## config.mk

```make
export PLATFORM = sky130hd
export DESIGN_NAME = lfu_cache_engine_unit
export DESIGN_NICKNAME = d
export VERILOG_FILES = /design/src/rtl/core/lfu_pkg.sv /design/src/rtl/core/lfu_ram.sv /design/src/rtl/core/lfu_cache_engine_unit.sv
export SDC_FILE = /design/constraint.sdc
export NUM_CORES = 2
export LEC_CHECK = 0
export ABC_AREA = 0
export BUFFER_PORTS_ARGS = -buffer_cell sky130_fd_sc_hd__buf_2
export CORE_AREA = 4 4 468 470
export DETAILED_ROUTE_END_ITERATION = 8
export DIE_AREA = 0 0 472 474
export GPL_TIMING_DRIVEN = 0
export PLACE_DENSITY = 0.58
export SLEW_MARGIN = 10
export SYNTH_ARGS = -nofsm -noshare
export SYNTH_HDL_FRONTEND = slang
export SYNTH_HIERARCHICAL = 1
export SYNTH_SLANG_ARGS = --single-unit
```

## constraint.sdc

```tcl
create_clock -name clk -period 16.5 [get_ports clk]
set_input_delay 1.65 -clock clk [delete_from_list [all_inputs] [get_ports clk]]
set_output_delay 1.65 -clock clk [all_outputs]
set_load 0.01 [all_outputs]
```

## src/rtl/core/lfu_pkg.sv

```systemverilog
package lfu_pkg;

  // controller states, one-hot
  typedef enum logic [2:0] {
    ST_IDLE = 3'b001,
    ST_SCAN = 3'b010,
    ST_DONE = 3'b100
  } state_t;

  // request kinds
  localparam logic OP_GET = 1'b0;
  localparam logic OP_PUT = 1'b1;

  // field widths fixed by the interface
  localparam int KEY_W = 32;
  localparam int VAL_W = 32;
  localparam int STAMP_W = 32;
  localparam int CAP_W = 5;

  // capacity register value after reset
  localparam logic [CAP_W-1:0] CAP_RESET = 5'd16;

endpackage

```

## src/rtl/core/lfu_ram.sv

```systemverilog
module lfu_ram #(
  parameter int WIDTH = 8,
  parameter int DEPTH = 16
) (
  input  logic                                   clk,
  input  logic                                   we,
  input  logic [(DEPTH > 1 ? $clog2(DEPTH) : 1)-1:0] waddr,
  input  logic [WIDTH-1:0]                       wdata,
  input  logic [(DEPTH > 1 ? $clog2(DEPTH) : 1)-1:0] raddr,
  output logic [WIDTH-1:0]                       rdata
);

  logic [WIDTH-1:0] mem [DEPTH];

  // one write port, registered read port
  always_ff @(posedge clk) begin
    if (we) begin
      mem[waddr] <= wdata;
    end
    rdata <= mem[raddr];
  end

endmodule

```

## src/rtl/core/lfu_cache_engine_unit.sv

```systemverilog
// LFU key-value cache, least-recently-used among entries of equal count.
//
// Requests enter on the in_ channel (in_valid / in_stall): in_op selects get
// or put, in_key is the key, in_value the value for a put. Each request gives
// exactly one result on the out_ channel (out_valid / out_stall): hit flag,
// the value read on a get hit, and the key of an entry evicted by a put.
// The cfg_ channel writes capacity_in_use (cfg_valid / cfg_ready, cfg_data);
// write it only while no request is in flight.
//
// Entries live in one synchronous RAM, valid bits in flops. Each request
// walks the RAM one entry per cycle to find the key, the free slot and the
// victim, then writes the touched entry back. The next request is taken only
// once the result of the last one is registered, so the entry walk through
// the single RAM read port sets how often requests can be taken.
//
// Reset (rst_n low, synchronous) empties the cache, sets capacity to 16 and
// clears the stamp counter. While out_stall holds a result, one more request
// can still be taken and walked; its write-back waits for the output slot.
module lfu_cache_engine_unit #(
  parameter int CAPACITY    = 16,
  parameter int COUNT_WIDTH = 16
) (
  input  logic                               clk,
  input  logic                               rst_n,
  // request channel
  input  logic                               in_valid,
  output logic                               in_stall,
  input  logic                               in_op,
  input  logic signed [lfu_pkg::KEY_W-1:0]   in_key,
  input  logic signed [lfu_pkg::VAL_W-1:0]   in_value,
  // result channel
  output logic                               out_valid,
  input  logic                               out_stall,
  output logic                               out_hit,
  output logic signed [lfu_pkg::VAL_W-1:0]   out_read_value,
  output logic                               out_evicted,
  output logic signed [lfu_pkg::KEY_W-1:0]   out_evicted_key,
  // configuration channel
  input  logic                               cfg_valid,
  output logic                               cfg_ready,
  input  logic [lfu_pkg::CAP_W-1:0]          cfg_data
);

  localparam int IW   = (CAPACITY > 1) ? $clog2(CAPACITY) : 1;
  localparam int UW   = $clog2(CAPACITY + 1);
  localparam int CMPW = (UW > lfu_pkg::CAP_W) ? UW : lfu_pkg::CAP_W;
  localparam int KW   = lfu_pkg::KEY_W;
  localparam int VW   = lfu_pkg::VAL_W;
  localparam int SW   = lfu_pkg::STAMP_W;
  localparam int DW   = KW + VW + COUNT_WIDTH + SW;
  // entry layout: key | value | count | stamp
  localparam int S_LO = 0;
  localparam int C_LO = SW;
  localparam int V_LO = SW + COUNT_WIDTH;
  localparam int K_LO = SW + COUNT_WIDTH + VW;

  lfu_pkg::state_t state_r;

  logic [lfu_pkg::CAP_W-1:0] cap_r;
  logic [CAPACITY-1:0]       valid_r;
  logic [SW-1:0]             stamp_r;

  // latched request
  logic          req_op_r;
  logic [KW-1:0] req_key_r;
  logic [VW-1:0] req_value_r;

  // walk state
  logic [IW:0]   issue_r;
  logic          chk_v_r;
  logic [IW-1:0] chk_idx_r;
  logic [UW-1:0] used_r;
  logic                   found_r;
  logic [IW-1:0]          found_idx_r;
  logic [VW-1:0]          found_val_r;
  logic [COUNT_WIDTH-1:0] found_cnt_r;
  logic          free_any_r;
  logic [IW-1:0] free_idx_r;
  logic                   vic_any_r;
  logic [IW-1:0]          vic_idx_r;
  logic [COUNT_WIDTH-1:0] vic_cnt_r;
  logic [SW-1:0]          vic_age_r;
  logic [KW-1:0]          vic_key_r;

  // output register
  logic          out_valid_r;
  logic          out_hit_r;
  logic [VW-1:0] out_rd_r;
  logic          out_ev_r;
  logic [KW-1:0] out_evk_r;

  // ram ports
  logic          ram_we;
  logic [IW-1:0] ram_waddr;
  logic [DW-1:0] ram_wdata;
  logic [DW-1:0] ram_rdata;

  logic                   in_xfer;
  logic                   issue_now;
  logic                   last_chk;
  logic [KW-1:0]          rd_key;
  logic [VW-1:0]          rd_val;
  logic [COUNT_WIDTH-1:0] rd_cnt;
  logic [SW-1:0]          rd_age;
  logic                   rd_valid;
  logic                   vic_better;
  logic                   done_go;
  logic                   is_put;
  logic                   need_evict;
  logic [COUNT_WIDTH-1:0] cnt_sat;
  logic                   wr_en;
  logic                   set_valid;
  logic [IW-1:0]          wr_idx;
  logic [VW-1:0]          wr_val;
  logic [COUNT_WIDTH-1:0] wr_cnt;
  logic                   do_evict;

  assign in_stall  = (state_r != lfu_pkg::ST_IDLE);
  assign in_xfer   = in_valid && !in_stall;
  assign cfg_ready = (state_r == lfu_pkg::ST_IDLE);

  assign issue_now = (state_r == lfu_pkg::ST_SCAN) && (issue_r < (IW+1)'(CAPACITY));
  assign last_chk  = chk_v_r && (chk_idx_r == IW'(CAPACITY - 1));

  // entry store
  lfu_ram #(
    .WIDTH (DW),
    .DEPTH (CAPACITY)
  ) u_ram (
    .clk   (clk),
    .we    (ram_we),
    .waddr (ram_waddr),
    .wdata (ram_wdata),
    .raddr (issue_r[IW-1:0]),
    .rdata (ram_rdata)
  );

  // fields of the entry under inspection
  assign rd_key   = ram_rdata[K_LO +: KW];
  assign rd_val   = ram_rdata[V_LO +: VW];
  assign rd_cnt   = ram_rdata[C_LO +: COUNT_WIDTH];
  assign rd_age   = stamp_r - ram_rdata[S_LO +: SW];
  assign rd_valid = valid_r[chk_idx_r];

  // lower count wins, equal count goes to the older stamp
  assign vic_better = !vic_any_r || (rd_cnt < vic_cnt_r) ||
                      ((rd_cnt == vic_cnt_r) && (rd_age > vic_age_r));

  // write-back decision
  assign done_go    = (state_r == lfu_pkg::ST_DONE) && (!out_valid_r || !out_stall);
  assign is_put     = (req_op_r == lfu_pkg::OP_PUT);
  assign need_evict = (CMPW'(used_r) >= CMPW'(cap_r)) || !free_any_r;
  assign cnt_sat    = (&found_cnt_r) ? found_cnt_r : found_cnt_r + COUNT_WIDTH'(1);

  always_comb begin
    wr_en     = 1'b0;
    set_valid = 1'b0;
    do_evict  = 1'b0;
    wr_idx    = found_idx_r;
    wr_val    = found_val_r;
    wr_cnt    = cnt_sat;
    if (found_r) begin
      if (!is_put) begin
        wr_en = 1'b1;
      end else if (cap_r != '0) begin
        wr_en  = 1'b1;
        wr_val = req_value_r;
      end
    end else if (is_put && (cap_r != '0)) begin
      wr_en     = 1'b1;
      set_valid = 1'b1;
      wr_val    = req_value_r;
      wr_cnt    = COUNT_WIDTH'(1);
      if (need_evict && vic_any_r) begin
        do_evict = 1'b1;
        wr_idx   = vic_idx_r;
      end else begin
        wr_idx = free_idx_r;
      end
    end
  end

  assign ram_we    = done_go && wr_en;
  assign ram_waddr = wr_idx;
  assign ram_wdata = {req_key_r, wr_val, wr_cnt, stamp_r};

  // controller
  always_ff @(posedge clk) begin
    if (!rst_n) begin
      state_r <= lfu_pkg::ST_IDLE;
    end else begin
      unique case (state_r)
        lfu_pkg::ST_IDLE: if (in_xfer) state_r <= lfu_pkg::ST_SCAN;
        lfu_pkg::ST_SCAN: if (last_chk) state_r <= lfu_pkg::ST_DONE;
        lfu_pkg::ST_DONE: if (done_go) state_r <= lfu_pkg::ST_IDLE;
        default:          state_r <= lfu_pkg::ST_IDLE;
      endcase
    end
  end

  // capacity register
  always_ff @(posedge clk) begin
    if (!rst_n) begin
      cap_r <= lfu_pkg::CAP_RESET;
    end else if (cfg_valid && cfg_ready) begin
      cap_r <= cfg_data;
    end
  end

  // valid bits and stamp counter
  always_ff @(posedge clk) begin
    if (!rst_n) begin
      valid_r <= '0;
      stamp_r <= '0;
    end else if (ram_we) begin
      stamp_r <= stamp_r + SW'(1);
      if (set_valid) begin
        valid_r[wr_idx] <= 1'b1;
      end
    end
  end

  // request capture
  always_ff @(posedge clk) begin
    if (in_xfer) begin
      req_op_r    <= in_op;
      req_key_r   <= in_key;
      req_value_r <= in_value;
    end
  end

  // entry walk: issue one read a cycle, inspect it the next
  always_ff @(posedge clk) begin
    if (!rst_n) begin
      issue_r    <= '0;
      chk_v_r    <= 1'b0;
      used_r     <= '0;
      found_r    <= 1'b0;
      free_any_r <= 1'b0;
      vic_any_r  <= 1'b0;
    end else if (in_xfer) begin
      issue_r    <= '0;
      chk_v_r    <= 1'b0;
      used_r     <= '0;
      found_r    <= 1'b0;
      free_any_r <= 1'b0;
      vic_any_r  <= 1'b0;
    end else begin
      chk_v_r <= issue_now;
      if (issue_now) begin
        issue_r <= issue_r + (IW+1)'(1);
      end
      if (chk_v_r) begin
        if (rd_valid) begin
          used_r <= used_r + UW'(1);
          if (!found_r && (rd_key == req_key_r)) begin
            found_r <= 1'b1;
          end
          if (vic_better) begin
            vic_any_r <= 1'b1;
          end
        end else if (!free_any_r) begin
          free_any_r <= 1'b1;
        end
      end
    end
  end

  // walk payload
  always_ff @(posedge clk) begin
    if (issue_now) begin
      chk_idx_r <= issue_r[IW-1:0];
    end
    if (chk_v_r) begin
      if (rd_valid) begin
        if (!found_r && (rd_key == req_key_r)) begin
          found_idx_r <= chk_idx_r;
          found_val_r <= rd_val;
          found_cnt_r <= rd_cnt;
        end
        if (vic_better) begin
          vic_idx_r <= chk_idx_r;
          vic_cnt_r <= rd_cnt;
          vic_age_r <= rd_age;
          vic_key_r <= rd_key;
        end
      end else if (!free_any_r) begin
        free_idx_r <= chk_idx_r;
      end
    end
  end

  // output register
  always_ff @(posedge clk) begin
    if (!rst_n) begin
      out_valid_r <= 1'b0;
    end else if (done_go) begin
      out_valid_r <= 1'b1;
    end else if (!out_stall) begin
      out_valid_r <= 1'b0;
    end
  end

  always_ff @(posedge clk) begin
    if (done_go) begin
      out_hit_r <= found_r;
      out_rd_r  <= (found_r && !is_put) ? found_val_r : '0;
      out_ev_r  <= do_evict;
      out_evk_r <= do_evict ? vic_key_r : '0;
    end
  end

  assign out_valid       = out_valid_r;
  assign out_hit         = out_hit_r;
  assign out_read_value  = out_rd_r;
  assign out_evicted     = out_ev_r;
  assign out_evicted_key = out_evk_r;

  // checks
  a_evict_is_miss: assert property (@(posedge clk) disable iff (!rst_n)
    (out_valid && out_evicted) |-> !out_hit)
    else $error("eviction reported on a hit");

  a_read_needs_hit: assert property (@(posedge clk) disable iff (!rst_n)
    (out_valid && (out_read_value != '0)) |-> out_hit)
    else $error("nonzero read value without a hit");

  a_write_in_done: assert property (@(posedge clk) disable iff (!rst_n)
    ram_we |-> (state_r == lfu_pkg::ST_DONE) && !chk_v_r)
    else $error("entry write outside write-back");

  a_stamp_on_write: assert property (@(posedge clk) disable iff (!rst_n)
    (state_r != lfu_pkg::ST_DONE) |=> $stable(stamp_r))
    else $error("stamp moved without an entry write");

  a_xfer_starts_walk: assert property (@(posedge clk) disable iff (!rst_n)
    in_xfer |=> (state_r == lfu_pkg::ST_SCAN) && (issue_r == '0))
    else $error("walk did not start after request transfer");

endmodule
```

==> results.rst <==
.. list-table::
   :header-rows: 1

   * - Metric
     - Value
   * - Kind of end point of the critical path
     - register
   * - CTS tree
     - built
   * - Vert. Die Dim
     - 474 um
   * - Kind of cell adding the most delay to the critical path
     - compound AO/OA/AOI/OAI gates
   * - Register bit count reported by yosys
     - 2250
   * - Master cell of the clock root buffer
     - sky130_fd_sc_hd__clkbuf_16
   * - Most frequent cells in the layout
     - sky130_fd_sc_hd__edfxtp_1, sky130_fd_sc_hd__mux4_2, sky130_fd_sc_hd__nand2_1, sky130_fd_sc_hd__a22oi_1, sky130_fd_sc_hd__clkbuf_16
   * - Number of design rule violations left after detail routing
     - 0
   * - Setup repair after global routing missed its margin
     - no
   * - Hold depth
     - 0
   * - Number of synthesis warnings
     - 6
   * - Total Power Consumption
     - 0.01147 W
   * - Setup WS pre-CTS
     - 9.159 ns
   * - Largest family of logic cells by synthesized area
     - multiplexers
   * - Vias
     - 42754
   * - Filler Cells Inserted
     - 17884
   * - Combined buffer and inverter count along the critical path
     - 3
   * - Area grow syn2layout
     - 16.80%
   * - Final Skew
     - 0.03730 ns
   * - Register clock-pin slew on the reported worst setup and hold paths
     - 0.06 ns
   * - Multi-input gate area in the final layout
     - 0.01857 mm2
   * - Number of input and output port buffers inserted
     - 143
   * - Slowest cell delay on critical path
     - 0.77 ns
   * - Summed negative setup slack over all endpoints
     - 0 ns
   * - TritonCTS Buffers
     - 216
   * - Max capacitance violation total
     - 0
   * - First-pass DRT Iterations
     - 5
   * - Total half-perimeter wirelength after legalization and detailed placement
     - 137.6 mm
   * - Clock H-tree levels
     - 4
   * - Synthesized area per cell
     - 20.15 um2
   * - Distinct cell type count after synthesis
     - 73
   * - Total gr overflow
     - 0
   * - Fraction of layout instances using a drive strength above 1
     - 0.2411
   * - Synth async-reset ratio
     - 0
   * - Worst Reg2Reg Path Length in Cells
     - 20
   * - Critical path required time
     - 17.08 ns
   * - Cell row count
     - 170
   * - Post-synthesis compound-gate area fraction
     - 0.03514
   * - Final setup violation count
     - 0
   * - Depth of the critical timing path with buffers and inverters included
     - 20
   * - Most used flip-flop cell after synthesis
     - sky130_fd_sc_hd__edfxtp_1
   * - RD Place Congestion
     - 0.7696
   * - Sequential element share of the synthesized area
     - 0.7692
   * - Starting density of the core
     - 0.3986
   * - Finished Layout Cells
     - 7800
   * - Total Routed Length
     - 211.8 mm
   * - Post-Synth Adder-Cell Area
     - 0.01312
   * - Clock latency on the worst-skew pair
     - 0.85 ns
   * - Via count of the first global-routing pass
     - 43396
   * - Total of hold buffers inserted after clock tree synthesis
     - 0
   * - Class of the tightest hold or removal check
     - reg -> reg
   * - Number of enable flip-flop cells after synthesis
     - 2067
   * - Post-Synth XOR/XNOR Area
     - 0.01045
   * - Peak clock frequency supported by timing
     - 0.1387 GHz
   * - Share of the clock period used by the worst path after layout
     - 0.4368
   * - Post-layout utilization of the core
     - 0.4655
   * - Boundary pin count
     - 144
   * - Rel. slew slack
     - 0.1252
   * - Number of max-slew violations in the final report
     - 0
   * - Setup slack of the critical path after layout
     - 9.293 ns
   * - Clk sink count
     - 2250
   * - Netlist Area Pre-Place
     - 0.08545 mm2
   * - Shortest clock period the worst path allows after layout
     - 7.207 ns
   * - Worst-case clock buffer depth
     - 3
   * - Setup repair bufs after CTS
     - 0
   * - Placeable core region
     - 0.2144 mm2
   * - Remaining antenna violation count
     - 0
   * - Critical Path Start Type
     - register
   * - Arrival time at the worst endpoint
     - 7.78 ns
   * - Total nets after synthesis
     - 4404
   * - Max stage delay cell, worst path
     - sky130_fd_sc_hd__dfxtp_1
   * - Cell breakdown of the critical path
     - inv_1 -> ha_1 -> fa_1 -> nand2b_1 -> a21oi_1 -> o21ai_1 -> a21oi_1 -> a211oi_1 -> or3_1 -> o211ai_1 -> ha_1 -> nand2_1 -> nor4_1 -> nand4_1 -> nor4_1 -> nor2_1 -> o21ai_0 -> a41oi_4 -> buf_16 -> buf_16
   * - Seq. cell area
     - 0.06573 mm2
   * - Largest net degree at the start of global routing
     - 42
   * - Post-synthesis simple-gate area fraction
     - 0.03605
   * - Setup Crit Path Kind
     - reg -> reg
   * - Area of the die
     - 0.2237 mm2
   * - Actual transition at the worst max-transition pin
     - 1.298 ns
   * - Final Net Count
     - 4933
   * - Horizontal die dimension
     - 472 um
   * - Global-route wire length before repair
     - 306.9 mm
   * - Cells resized by post-CTS repair
     - 0
   * - Peak ir drop on the vdd network
     - 109.9 uV
   * - Wire length per cell
     - 27.15 um
   * - Number of failing hold endpoints at the final stage
     - 0
   * - Inst Count DP
     - 7389
   * - Crit path max fanout
     - 20
   * - Starting DRC count in detailed routing
     - 4326
   * - Mean number of vias per cell
     - 5.481
   * - Result of the run
     - finished, final reports clean
   * - Pleak
     - 31.34 nW
   * - Antenna violations before repair
     - 5
   * - Synthesized netlist cell count
     - 4240
   * - Combined global-route utilization of all metal layers
     - 0.1883
   * - Power density over the cells
     - 114.9 mW/mm2
   * - Multiplexer fraction of the synthesized cell area
     - 0.1205
   * - Most common library cell in the layout ignoring fill and taps
     - sky130_fd_sc_hd__edfxtp_1
-- state kept, by name, summed over array words and instances (netlist names), 3 cells and up --
name / flops
cap_r: 5
chk_idx_r: 4
found_cnt_r: 16
found_idx_r: 4
found_val_r: 32
free_idx_r: 4
issue_r: 5
out_evicted_key: 32
out_read_value: 32
req_key_r: 32
req_value_r: 32
stamp_r: 32
state_r: 3
u_ram/mem: 1792
u_ram/rdata: 112
used_r: 5
valid_r: 16
vic_age_r: 32
vic_cnt_r: 16
vic_idx_r: 4
vic_key_r: 32
-- logic make-up (layout without fill, tap and decap cells) --
family | Yosys count | count (layout)
other | 0 | 2
DFF | 2250 | 2250
buffers and inverters | 286 | 1006
and+or+nand+nor | 631 | 631
AOI/OAI and AO/OA | 420 | 420
adders and majority gates | 89 | 89
xor gates and xnor gates | 102 | 102
muxes | 462 | 462
-- worst paths after layout --
path | start | endpoint | slack, ns
setup / recovery | stamp_r[0] | vic_cnt_r[10] | 9.29
hold / removal | u_ram/rdata[54] | found_val_r[6] | 0.40
hold reg to reg | u_ram/rdata[54] | found_val_r[6] | 0.40
setup reg to reg | stamp_r[0] | vic_cnt_r[10] | 9.29
-- metrics by stage --
step / hold slack (ns) / area (um2)
floorplan: 0.3855 / 85450
global placement: 0.3870 / 89720
detailed placement: 0.3897 / 92490
CTS: 0.3970 / 99780
global route: 0.4063 / 99800
finish: 0.3972 / 99810
-- power by group --
group / leakage (nW) / internal (W) / total (W) / switching, W
Clock: 3.57 / 0.00291 / 0.00503 / 0.00212
Sequential: 19.3 / 0.00624 / 0.00627 / 0.0000309
Combinational: 8.50 / 0.0000503 / 0.000173 / 0.000123
-- cell type report --
type                    instances  area share
flip-flops and latches       2250      0.6586
multi-input cells            1704      0.1860
clock buffers                 313     0.06197
well taps                    2838     0.03558
repair buffers                311     0.03330
clock inverters                96     0.01113
plain buffers                 186    0.009553
inverters                     100    0.003786
diodes                          2  0.00005015
-- worst reg2reg max path: stages, from the launching register on --
cell and delay, ns:
sky130_fd_sc_hd__dfxtp_1 0.77, sky130_fd_sc_hd__inv_1 0.18, sky130_fd_sc_hd__ha_1 0.26, sky130_fd_sc_hd__fa_1 0.41, sky130_fd_sc_hd__nand2b_1 0.19, sky130_fd_sc_hd__a21oi_1 0.39
sky130_fd_sc_hd__o21ai_1 0.27, sky130_fd_sc_hd__a21oi_1 0.38, sky130_fd_sc_hd__a211oi_1 0.22, sky130_fd_sc_hd__or3_1 0.39, sky130_fd_sc_hd__o211ai_1 0.13, sky130_fd_sc_hd__ha_1 0.17
sky130_fd_sc_hd__nand2_1 0.08, sky130_fd_sc_hd__nor4_1 0.42, sky130_fd_sc_hd__nand4_1 0.29, sky130_fd_sc_hd__nor4_1 0.64, sky130_fd_sc_hd__nor2_1 0.08, sky130_fd_sc_hd__o21ai_0 0.50
sky130_fd_sc_hd__a41oi_4 0.61, sky130_fd_sc_hd__buf_16 0.34, sky130_fd_sc_hd__buf_16 0.18
-- per-layer routing --
metal,global-route usage,wire (um),vias to the layer above,part of all wire
li1,-,-,18303,-
met2,0.3163,105100,1364,0.50
met4,0.04407,4342,0,0.021
met3,0.02961,12500,242,0.059
met5,0,0,-,0
met1,0.2598,89890,22845,0.42
-- cell usage after synthesis, drive strengths merged (5+ instances only) --
cell	count	share of area
dfxtp	183	0.043
nand4b	6	0.00061
nor2	76	0.0033
edfxtp	2067	0.73
a31oi	8	0.00059
or4	5	0.00048
a211oi	5	0.00050
nor3	24	0.0014
a21oi	53	0.0032
a21boi	11	0.00097
nand3	27	0.0016
and2	91	0.0067
or3	7	0.00051
nor3b	6	0.00053
xnor2	40	0.0041
ha	88	0.013
a22oi	224	0.020
nand4	25	0.0018
inv	100	0.0044
mux2i	8	0.00094
and4	6	0.00064
and3	15	0.0011
nor4	12	0.00088
clkbuf	86	0.0038
xor2	62	0.0064
buf	100	0.0073
a32o	16	0.0019
nand2b	20	0.0015
o21a	6	0.00053
a21o	23	0.0020
mux4	453	0.12
nor2b	23	0.0017
nand2	275	0.012
o21ai	42	0.0026
o211ai	7	0.00061
Power figures use the tool's default switching activity.
